File: config.mk
export PLATFORM = sky130hd
export DESIGN_NAME = stack_with_middle_ops_flat
export DESIGN_NICKNAME = d
export VERILOG_FILES = /design/src/design/swm_pkg.sv /design/src/design/swm_if.sv /design/src/design/swm_ctrl.sv /design/src/design/swm_dp.sv /design/src/design/stack_with_middle_ops.sv /design/src/flat_wrapper.sv
export SDC_FILE = /design/constraint.sdc
export NUM_CORES = 1
export LEC_CHECK = 0
export BUFFER_PORTS_ARGS = -buffer_cell sky130_fd_sc_hd__buf_2
export CORE_ASPECT_RATIO = 1.1
export CORE_MARGIN = 2
export CORE_UTILIZATION = 45
export DETAILED_ROUTE_END_ITERATION = 16
export SETUP_SLACK_MARGIN = 0.3
export SLEW_MARGIN = 20
export SYNTH_ARGS = -nofsm -noshare
export SYNTH_HDL_FRONTEND = slang
export SYNTH_SLANG_ARGS = --single-unit
File: constraint.sdc
create_clock -name i_clk -period 4.1 [get_ports i_clk]
set_clock_uncertainty 0.1 [all_clocks]
set_input_delay 0.205 -clock i_clk [delete_from_list [all_inputs] [get_ports i_clk]]
set_output_delay 0.205 -clock i_clk [all_outputs]
set_load 0.02 [all_outputs]
File: src/design/swm_pkg.sv
// swm_pkg: shared types and constants for the stack with middle operations
// depends on nothing; imported by the interfaces and all modules
`default_nettype none

package swm_pkg;

    localparam int DEPTH  = 16;
    localparam int CNT_W  = $clog2(DEPTH + 1);
    localparam int ADDR_W = $clog2(DEPTH);

    typedef enum logic [2:0] {
        REQ_PUSH     = 3'd0,
        REQ_POP      = 3'd1,
        REQ_PEEK     = 3'd2,
        REQ_IS_EMPTY = 3'd3,
        REQ_FIND_MID = 3'd4,
        REQ_DEL_MID  = 3'd5
    } t_req_code;

    typedef enum logic [1:0] {
        ST_OK    = 2'd0,
        ST_EMPTY = 2'd1,
        ST_FULL  = 2'd2
    } t_status_code;

    typedef struct packed {
        logic        [2:0]  req_type;
        logic signed [31:0] push_value;
    } t_req;

    typedef struct packed {
        logic        [1:0]  status;
        logic signed [31:0] read_value;
        logic               is_empty;
        logic        [4:0]  entry_count;
    } t_rsp;

    typedef struct packed {
        logic capture;
        logic exec;
    } t_dp_cmd;

    typedef struct packed {
        logic [CNT_W-1:0] count;
    } t_dp_stat;

endpackage

`default_nettype wire

File: src/design/swm_if.sv
// swm_req_if, swm_rsp_if: valid/ready channels for requests and responses
// depends on swm_pkg for the payload types
`default_nettype none

interface swm_req_if;
    import swm_pkg::*;
    logic valid;
    logic ready;
    t_req payload;
    modport source (output valid, output payload, input ready);
    modport sink   (input valid, input payload, output ready);
endinterface

interface swm_rsp_if;
    import swm_pkg::*;
    logic valid;
    logic ready;
    t_rsp payload;
    modport source (output valid, output payload, input ready);
    modport sink   (input valid, input payload, output ready);
endinterface

`default_nettype wire

File: src/design/swm_ctrl.sv
// swm_ctrl: controller state machine, sequences capture and execute of a request
// depends on swm_pkg for the command type
`default_nettype none

module swm_ctrl (
    input  wire logic             i_clk,
    input  wire logic             i_rst_n,
    input  wire logic             i_req_valid,
    output logic                  o_req_ready,
    output logic                  o_rsp_valid,
    input  wire logic             i_rsp_ready,
    output swm_pkg::t_dp_cmd      o_cmd
);
    import swm_pkg::*;

    typedef enum logic [1:0] {
        S_IDLE = 2'b01,
        S_EXEC = 2'b10
    } t_state;

    t_state r_state, n_state;
    logic   r_rsp_valid, n_rsp_valid;
    logic   slot_free;

    assign slot_free   = !r_rsp_valid || i_rsp_ready;
    assign o_req_ready = (r_state == S_IDLE);
    assign o_rsp_valid = r_rsp_valid;

    always_comb begin
        n_state     = r_state;
        o_cmd       = '0;
        n_rsp_valid = r_rsp_valid && !i_rsp_ready;
        unique case (r_state)
            S_IDLE: begin
                if (i_req_valid) begin
                    o_cmd.capture = 1'b1;
                    n_state       = S_EXEC;
                end
            end
            S_EXEC: begin
                if (slot_free) begin
                    o_cmd.exec  = 1'b1;
                    n_rsp_valid = 1'b1;
                    n_state     = S_IDLE;
                end
            end
            default: begin
                n_state = S_IDLE;
            end
        endcase
    end

    always_ff @(posedge i_clk) begin
        if (!i_rst_n) begin
            r_state     <= S_IDLE;
            r_rsp_valid <= 1'b0;
        end else begin
            r_state     <= n_state;
            r_rsp_valid <= n_rsp_valid;
        end
    end

endmodule

`default_nettype wire

File: src/design/swm_dp.sv
// swm_dp: datapath with the entry cells, count, request and response registers
// depends on swm_pkg for types, codes and depth
`default_nettype none

module swm_dp (
    input  wire logic             i_clk,
    input  wire logic             i_rst_n,
    input  wire swm_pkg::t_dp_cmd i_cmd,
    input  wire swm_pkg::t_req    i_req,
    output swm_pkg::t_rsp         o_rsp,
    output swm_pkg::t_dp_stat     o_stat
);
    import swm_pkg::*;

    logic signed [31:0] r_entries [DEPTH];
    t_req               r_req;
    t_rsp               r_rsp, n_rsp;
    logic [CNT_W-1:0]   r_count, n_count;
    logic [CNT_W-1:0]   count_m1;
    logic [ADDR_W-1:0]  top_addr, mid_addr, rd_addr, wr_addr;
    logic               cnt_zero, cnt_full;
    logic               push_we, del_we;
    logic [31:0]        cnt_ext;

    assign cnt_zero = (r_count == '0);
    assign cnt_full = (r_count >= CNT_W'(DEPTH));
    assign count_m1 = r_count - CNT_W'(1);
    assign top_addr = count_m1[ADDR_W-1:0];
    assign mid_addr = top_addr >> 1;
    assign wr_addr  = r_count[ADDR_W-1:0];
    assign rd_addr  = (r_req.req_type == REQ_PEEK) ? top_addr : mid_addr;

    always_comb begin
        n_count = r_count;
        push_we = 1'b0;
        del_we  = 1'b0;
        n_rsp   = '0;
        n_rsp.status = ST_OK;
        unique case (r_req.req_type)
            REQ_PUSH: begin
                if (cnt_full) begin
                    n_rsp.status = ST_FULL;
                end else begin
                    push_we = 1'b1;
                    n_count = r_count + CNT_W'(1);
                end
            end
            REQ_POP: begin
                if (cnt_zero) n_rsp.status = ST_EMPTY;
                else          n_count = count_m1;
            end
            REQ_PEEK, REQ_FIND_MID: begin
                if (cnt_zero) n_rsp.status = ST_EMPTY;
                else          n_rsp.read_value = r_entries[rd_addr];
            end
            REQ_DEL_MID: begin
                if (cnt_zero) begin
                    n_rsp.status = ST_EMPTY;
                end else begin
                    del_we  = 1'b1;
                    n_count = count_m1;
                end
            end
            default: begin
            end
        endcase
        cnt_ext           = 32'(n_count);
        n_rsp.is_empty    = (n_count == '0);
        n_rsp.entry_count = cnt_ext[4:0];
    end

    genvar g;
    generate
        for (g = 0; g < DEPTH; g++) begin : g_cell
            logic signed [31:0] shift_src;
            logic               shift_en;
            if (g == DEPTH - 1) begin : g_last
                assign shift_src = r_entries[g];
                assign shift_en  = 1'b0;
            end else begin : g_mid
                assign shift_src = r_entries[g+1];
                assign shift_en  = (ADDR_W'(g) >= mid_addr) &&
                                   (CNT_W'(g + 1) < r_count);
            end
            always_ff @(posedge i_clk) begin
                if (i_cmd.exec) begin
                    if (push_we && (wr_addr == ADDR_W'(g))) begin
                        r_entries[g] <= r_req.push_value;
                    end else if (del_we && shift_en) begin
                        r_entries[g] <= shift_src;
                    end
                end
            end
        end
    endgenerate

    always_ff @(posedge i_clk) begin
        if (!i_rst_n) begin
            r_count <= '0;
        end else if (i_cmd.exec) begin
            r_count <= n_count;
        end
    end

    always_ff @(posedge i_clk) begin
        if (i_cmd.capture) r_req <= i_req;
        if (i_cmd.exec)    r_rsp <= n_rsp;
    end

    assign o_rsp        = r_rsp;
    assign o_stat.count = r_count;

endmodule

`default_nettype wire

File: src/design/stack_with_middle_ops.sv
// stack_with_middle_ops: bounded stack of signed words with find and delete middle
// flow: capture into the request register, then execute into the response register
// when the response slot is free; the controller takes no new request before execute;
// delete-middle shifts the cells above the middle down in the execute cycle
// reset: synchronous, count cleared to zero, entry cells hold no reset value
// depends on swm_pkg, swm_if, swm_ctrl and swm_dp
`default_nettype none

module stack_with_middle_ops (
    input  wire logic  i_clk,
    input  wire logic  i_rst_n,
    swm_req_if.sink    i_req,
    swm_rsp_if.source  o_rsp
);
    import swm_pkg::*;

    t_dp_cmd  cmd;
    t_dp_stat stat;

    swm_ctrl u_ctrl (
        .i_clk       (i_clk),
        .i_rst_n     (i_rst_n),
        .i_req_valid (i_req.valid),
        .o_req_ready (i_req.ready),
        .o_rsp_valid (o_rsp.valid),
        .i_rsp_ready (o_rsp.ready),
        .o_cmd       (cmd)
    );

    swm_dp u_dp (
        .i_clk   (i_clk),
        .i_rst_n (i_rst_n),
        .i_cmd   (cmd),
        .i_req   (i_req.payload),
        .o_rsp   (o_rsp.payload),
        .o_stat  (stat)
    );

    a_exec_slot_free: assert property (@(posedge i_clk) disable iff (!i_rst_n)
        cmd.exec |-> (!o_rsp.valid || o_rsp.ready))
        else $error("execute while response slot occupied");

    a_exec_gives_rsp: assert property (@(posedge i_clk) disable iff (!i_rst_n)
        cmd.exec |=> o_rsp.valid)
        else $error("execute without response");

    a_count_bound: assert property (@(posedge i_clk) disable iff (!i_rst_n)
        stat.count <= CNT_W'(DEPTH))
        else $error("entry count beyond depth");

    a_accept_then_busy: assert property (@(posedge i_clk) disable iff (!i_rst_n)
        (i_req.valid && i_req.ready) |=> (!i_req.ready && !cmd.capture))
        else $error("request taken while one in flight");

endmodule

`default_nettype wire
File: src/flat_wrapper.sv
// flat-port wrapper written by rule: the top's interface ports become plain ports
module stack_with_middle_ops_flat import swm_pkg::*;
  (i_clk, i_rst_n, i_req_valid, i_req_payload, i_req_ready, o_rsp_valid, o_rsp_payload, o_rsp_ready);
  swm_req_if i_req_i ();
  swm_rsp_if o_rsp_i ();
  input  wire logic i_clk;
  input  wire logic i_rst_n;
  input wire logic [$bits(i_req_i.valid)-1:0] i_req_valid;
  input wire logic [$bits(i_req_i.payload)-1:0] i_req_payload;
  output wire logic [$bits(i_req_i.ready)-1:0] i_req_ready;
  output wire logic [$bits(o_rsp_i.valid)-1:0] o_rsp_valid;
  output wire logic [$bits(o_rsp_i.payload)-1:0] o_rsp_payload;
  input wire logic [$bits(o_rsp_i.ready)-1:0] o_rsp_ready;
  assign i_req_i.valid = i_req_valid;
  assign i_req_i.payload = i_req_payload;
  assign i_req_ready = i_req_i.ready;
  assign o_rsp_valid = o_rsp_i.valid;
  assign o_rsp_payload = o_rsp_i.payload;
  assign o_rsp_i.ready = o_rsp_ready;
  stack_with_middle_ops u_core (.i_clk(i_clk), .i_rst_n(i_rst_n), .i_req(i_req_i), .o_rsp(o_rsp_i));
endmodule
==> metrics, run 1 <==
Leak=11.0 nW; Seq. cell area=17800 um^2; Cells after DPL=3087; slew margin rel.=17.6%; Synth Area per Inst=roughly 14 um^2; Worst-Margin Slew=around 1200 ps; I/O Buffers=80; GRT Total Usage=29.0%; die width=254 um; routed len/inst=31.7 um; clk sinks=between 500 and 600; peak supply drop=~0.00032 V; Die Y-Extent=279 um; Hold Violations, Final=0; Starting Density=45.6%; Placeable Area=67700 um^2; Min Hold Slack=192 ps; Via density=around 6.8; crit path DAT=between 3000 and 4000 ps; asr flop ratio synth=0%; Slew Viols, Final=0; HPWL after DPL=56.4 mm; Synth area leader=edfxtp_1; top cells by instance count after synthesis=edfxtp_1, mux2_2, o21ai_0; root buf cell=clkbuf_16; Sum Neg Setup Slack=0 ps; IO Count=81; H-tree Lvls=3; top cells by area, synth=edfxtp_1, mux2_2, o32a_1, o21ai_0, o2111ai_1; postcts setup bufs=0; gr ovfl total=0; Inserted Clock Buffers=69; hold-critical path depth=2; final worst slack=about 490 ps; Cells after Synth=about 2200; drt drc=0; area taken by multi-input logic gates=between 10000 and 15000 um^2; latest clock arrival within the worst-skew pair=620 ps; type of the worst min-delay path=primary input to flip-flop; Final ANT Viol Nets=0; Main synth FF type=edfxtp_1; non-filler cells, final=~3300; largest net degree at the start of global routing=roughly 130; via count=22000; share of post-route cells with drive strength above 1=34.4%; dpl ws=between 500 and 600 ps; syn nets=2281; vias in the first global route=22000; post-synth top area share=57.2%; clock-pin slew on the worst setup and hold paths=around 60 ps; # hold bufs at CTS=37; Worst Reg-to-Reg Cells=5; CTS tree=done; Worst Setup Start Kind=flip-flop; floorplan row count=100; Seq/Total Area, Yosys=57.7%; Initial DRC Count=2405; Worst Path Required=4310 ps; P per Cell Area=381 nW/um^2; CP Max Fanout=18; Synth Cell Area=30800 um^2; drt total wl=about 100 mm; Final min period=3610 ps; Yosys warnings=0; unrepaired setup endpoints after global routing=no; die area=roughly 70000 um^2; period utilization=between 80 and 90%; final core occ=51.9%; final setup vio count=0; Post-synth EDFFs=587; global-route wire length before repair=150 mm; Synth-to-Final Area Change=13.8%; status=finished, final reports clean; final net count=2321; Max clock buf depth=3; Crit Path Category=flip-flop to flip-flop; Setup crit end kind=flip-flop; DRT Pass-1 Iters=5; Yosys cell types=74; antenna cells=0; final RePlAce weighted congestion=roughly 0.87; CTS resizes=0; #FFs+latches synth=595; MaxCap Viol Count=0; initial antenna violation count=0; number of fill cells=between 5000 and 6000; most common cell in the synthesized netlist=edfxtp_1; Peak Freq=0.277 GHz
[placed cells by master, fill, tap and decap left out, drive strengths merged, types with 4 or more instances in the layout]
| master | count |
|---|---|
| a211oi | 67 |
| a21oi | 14 |
| and2 | 5 |
| buf | 171 |
| clkbuf | 95 |
| clkinv | 24 |
| dfxtp | 8 |
| dlygate4sd3 | 37 |
| edfxtp | 587 |
| ha | 5 |
| inv | 15 |
| mux2 | 481 |
| nand2 | 21 |
| nand2b | 6 |
| nand3 | 37 |
| nand4 | 34 |
| nor2 | 82 |
| nor2b | 4 |
| nor3 | 40 |
| nor4 | 7 |
| o2111ai | 62 |
| o211ai | 4 |
| o21a | 4 |
| o21ai | 175 |
| o21bai | 7 |
| o22a | 62 |
| o22ai | 67 |
| o31a | 31 |
| o32a | 124 |
| o32ai | 6 |
| or2 | 8 |
[metal layers]
metal / wire, um / vias to the layer above / GRT usage, %
li1: - / 9239 / -
met1: 40600 / 11300 / 36.8
met2: 50200 / 1178 / 48.9
met3: 7680 / 258 / 4.23
met4: 4480 / 0 / 13.0
met5: 0 / - / 0
[final cells by class]
class,instances,share of cell area (%)
multi-input cells,1391,35.0
inverters,12,0.128
clock inverters,32,0.741
flip-flops and latches,595,50.7
repair buffers,208,4.85
well taps,918,3.27
clock buffers,95,5.35
[path summary, 6_finish.rpt]
path	startpoint	slack (ps)	to
hold / removal	i_req_payload[18]	190	u_core.u_dp.r_req[18]$_DFFE_PP_
setup reg to reg	u_core.u_dp.r_req[33]$_DFFE_PP_	490	u_core.u_dp.r_entries[5][13]$_DFFE_PP_
hold reg to reg	u_core.u_ctrl.r_state[1]$_SDFFE_PN0P_	440	u_core.u_ctrl.o_rsp_valid$_SDFF_PN0_
setup / recovery	u_core.u_dp.r_req[33]$_DFFE_PP_	490	u_core.u_dp.r_entries[5][13]$_DFFE_PP_
[flip-flops by register name, summed over array words and instances (netlist names)]
register                   count
u_core.u_dp.r_req             35
u_core.u_dp.r_entries        512
u_core.u_ctrl.r_state          2
u_core.u_ctrl.o_rsp_valid      1
u_core.u_dp.o_rsp             40
u_core.u_dp.o_stat             5
[power by group]
group,internal [mW],switching (mW),total (mW)
Sequential,6.73,0.0967,6.82
Combinational,0.312,0.272,0.583
Clock,3.41,2.57,5.98
[worst max-delay path, stage by stage, from the launching register on]
cell	delay (ps)
edfxtp_1	600
or4_1	700
nor2_1	320
nand2_1	200
o21bai_4	990
buf_4	360
[kinds of logic (layout without fill, tap and decap cells)]
kind of cell / Yosys count / count (layout) / share of synthesized area [%]
compound gates: 640 / 640 / 15.8
xor+xnor: 4 / 4 / 0.138
fa+ha+maj: 5 / 5 / 0.203
buf+inv: 251 / 347 / 3.79
flops: 595 / 595 / 57.7
mux: 481 / 481 / 17.9
simple gates: 261 / 261 / 4.52
[per-stage QoR]
stage | power [mW] | cell area, um^2
finish | 13.4 | 35100
global route | 13.7 | 35100
CTS | 13.5 | 35100
detailed placement | 7.50 | 32600
global placement | 7.48 | 32600
floorplan | 7.32 | 30900
Note: power is estimated with default switching activity, not from simulation.
==> run 2, diff against run 1 <==
CORE_ASPECT_RATIO = 1.75   (was 1.1)
==> metrics, run 2 (synthesis results as in run 1) <==
status=finished, final reports clean; Crit Path Category=flip-flop to flip-flop; met3 routed WL=8.27 mm (+7.7%); MaxCap Viol Count=0 (unchanged); number of fill cells=5857 (+3.1%); peak supply drop=0.000310 V (-3.4%); clock share of power=40.7% (-4.0 points); die area=70700 um^2 (+0.11%); global-route wire length before repair=155 mm (+3.8%); max FFs per register=512 (unchanged); max incr delay on CP=880 ps (-110 ps); Setup crit end kind=flip-flop; antenna cells=0 (unchanged); clk sinks=595 (unchanged); share of post-route cells with drive strength above 1=34.1% (-0.35 points); commonest non-fill, non-tap cell in the layout=edfxtp_1; Final min period=3610 ps (+3.52 ps); largest reg by FF count=u_core.u_dp.r_entries; GRT Total Usage=30.1% (+1.1 points); Leak=10.8 nW (-1.9%); Worst Path Required=4380 ps (+70 ps); Worst-Margin Slew=1130 ps (-105 ps); H-tree Lvls=2 (-1); P per Cell Area=361 nW/um^2 (-5.4%); vias in the first global route=22800 (+3.3%); CTS tree=done; Max clock buf depth=3 (unchanged); Hold Violations, Final=0 (unchanged); root buf cell=clkbuf_16; Synth-to-Final Area Change=12.4%; via count=22300 (+1.6%); Peak Freq=0.277 GHz (about the same); slew margin rel.=24.8% (+7.2 points); Bufs and invs on worst path=1 (unchanged); WL met1=39.0 mm (-3.9%); die width=202 um (-20%); Die Y-Extent=350 um (+26%); Via density=6.96 (+3.0%); initial antenna violation count=1 (+1); type of the worst min-delay path=primary input to flip-flop; Placeable Area=68200 um^2 (+0.71%); most frequent cells in the layout=edfxtp_1, mux2_2, o21ai_0; final setup vio count=0 (unchanged); Sequential Power Share=54.6% (+3.6 points); Crit path max-delay family=simple AND/OR/NAND/NOR gates; IO Count=81 (unchanged); unrepaired setup endpoints after global routing=no; I/O Buffers=80 (unchanged); crit path DAT=3890 ps (+70 ps); latest clock arrival within the worst-skew pair=650 ps (+30 ps); slowest cell on the critical path=nand4_4; drt total wl=108 mm (+5.0%); gr ovfl total=0 (unchanged); floorplan row count=127 (+27%); Slew Viols, Final=0 (unchanged); wire length on met2=53.8 mm (+7.2%); final RePlAce weighted congestion=0.854 (-2.0%); drt drc=0 (unchanged); clock-pin slew on the worst setup and hold paths=70 ps (about the same); period utilization=88.0% (about the same); Switch Pwr=2.79 mW (-5.0%); worst path cell trace=inv_1 > ha_1 > or2_2 > o21ai_0 > nand4_4 > mux2_1; Top Metal Used=met4; final net count=2307 (-0.60%); DRT Pass-1 Iters=5 (unchanged); CP Max Fanout=32 (+14); final core occ=50.8% (-1.0 points); Inserted Clock Buffers=57 (-17%); Comb pwr share=4.7% (+0.3 points); largest net degree at the start of global routing=129 (unchanged); HPWL after DPL=59.0 mm (+4.5%); switching share of power=22.3% (+0.38 points); Initial DRC Count=2483 (+3.2%); Worst Setup Start Kind=flip-flop; power consumption=12.5 mW (-6.6%); routed len/inst=33.7 um (+6.5%); Starting Density=45.2% (-0.32 points); Int Pwr=9.71 mW (-7.1%); Final ANT Viol Nets=0 (unchanged)
==> run 2: cell count changes in the layout (fill, tap and decap cells not counted) <==
cell	previous run	this run
clkbuf_16	71	57
clkbuf_1	23	12
buf_4	71	67
clkinvlp_4	2	5
buf_12	20	22
clkinv_8	2	0
inv_6	3	1
bufinv_16	3	2
clkbuf_8	1	0
clkinv_2	7	8
clkinv_4	1	0
inv_16	0	1
==> run 2: worst paths after layout <==
kind	endpoint	slack [ps]	depth (start not counted)	from
worst max register to register	u_core.u_dp.r_entries[0][7]$_DFFE_PP_	490	6	u_core.u_dp.o_stat[0]$_SDFFE_PN0P_
worst max-delay path	u_core.u_dp.r_entries[0][7]$_DFFE_PP_	490	6	u_core.u_dp.o_stat[0]$_SDFFE_PN0P_
worst min-delay path	u_core.u_dp.r_req[4]$_DFFE_PP_	170	2	i_req_payload[4]
worst min register to register	u_core.u_ctrl.o_rsp_valid$_SDFF_PN0_	440	2	u_core.u_ctrl.r_state[1]$_SDFFE_PN0P_
==> run 2: stage by stage <==
step           hold slack [ps]  area (um^2)  setup TNS (ps)  setup WS (ps)  cells
2_1_floorplan              204        30900          -12690           -198   2237
3_3_place_gp               281        32600               0            512   3069
3_5_place_dp               283        32600               0            528   3070
4_1_cts                    138        34600               0            504   3207
5_1_grt                    154        34600               0            404   3207
6_report                   166        34600               0            490   3207
==> run 2: cell type report <==
cell class / instances / area [um^2] / share of cell area [%]
multi-input combinational: 1391 / 12300 / 35.4
sequential: 595 / 17800 / 51.3
clock inverter: 31 / 219 / 0.632
tap: 903 / 1130 / 3.26
clock buffer: 69 / 1470 / 4.25
inverter: 12 / 45.0 / 0.130
timing repair buffer: 206 / 1710 / 4.95
==> run 2: power groups by stage <==
stage                     Sequential (mW)  Clock [mW]  Combinational [mW]
after floorplan                      6.88           0               0.436
after global placement               6.95           0               0.541
after detailed placement             6.95           0               0.559
after CTS                            6.82        5.16               0.590
after global routing                 6.82        5.36               0.631
final                                6.82        5.09               0.593
==> run 2: what timing repair did <==
action                                 CTS  global route
endpoints found under the hold margin   43             0
resized for setup                        0             0
hold buffers                            37             0
setup buffers                            0             0
==> run 2: routing by layer <==
| layer | vias up | GRT usage [%] |
|---|---|---|
| met2 | 1303 | 52.6 |
| li1 | 9203 | - |
| met4 | 0 | 17.9 |
| met3 | 370 | 4.52 |
| met5 | - | 0 |
| met1 | 11500 | 35.0 |
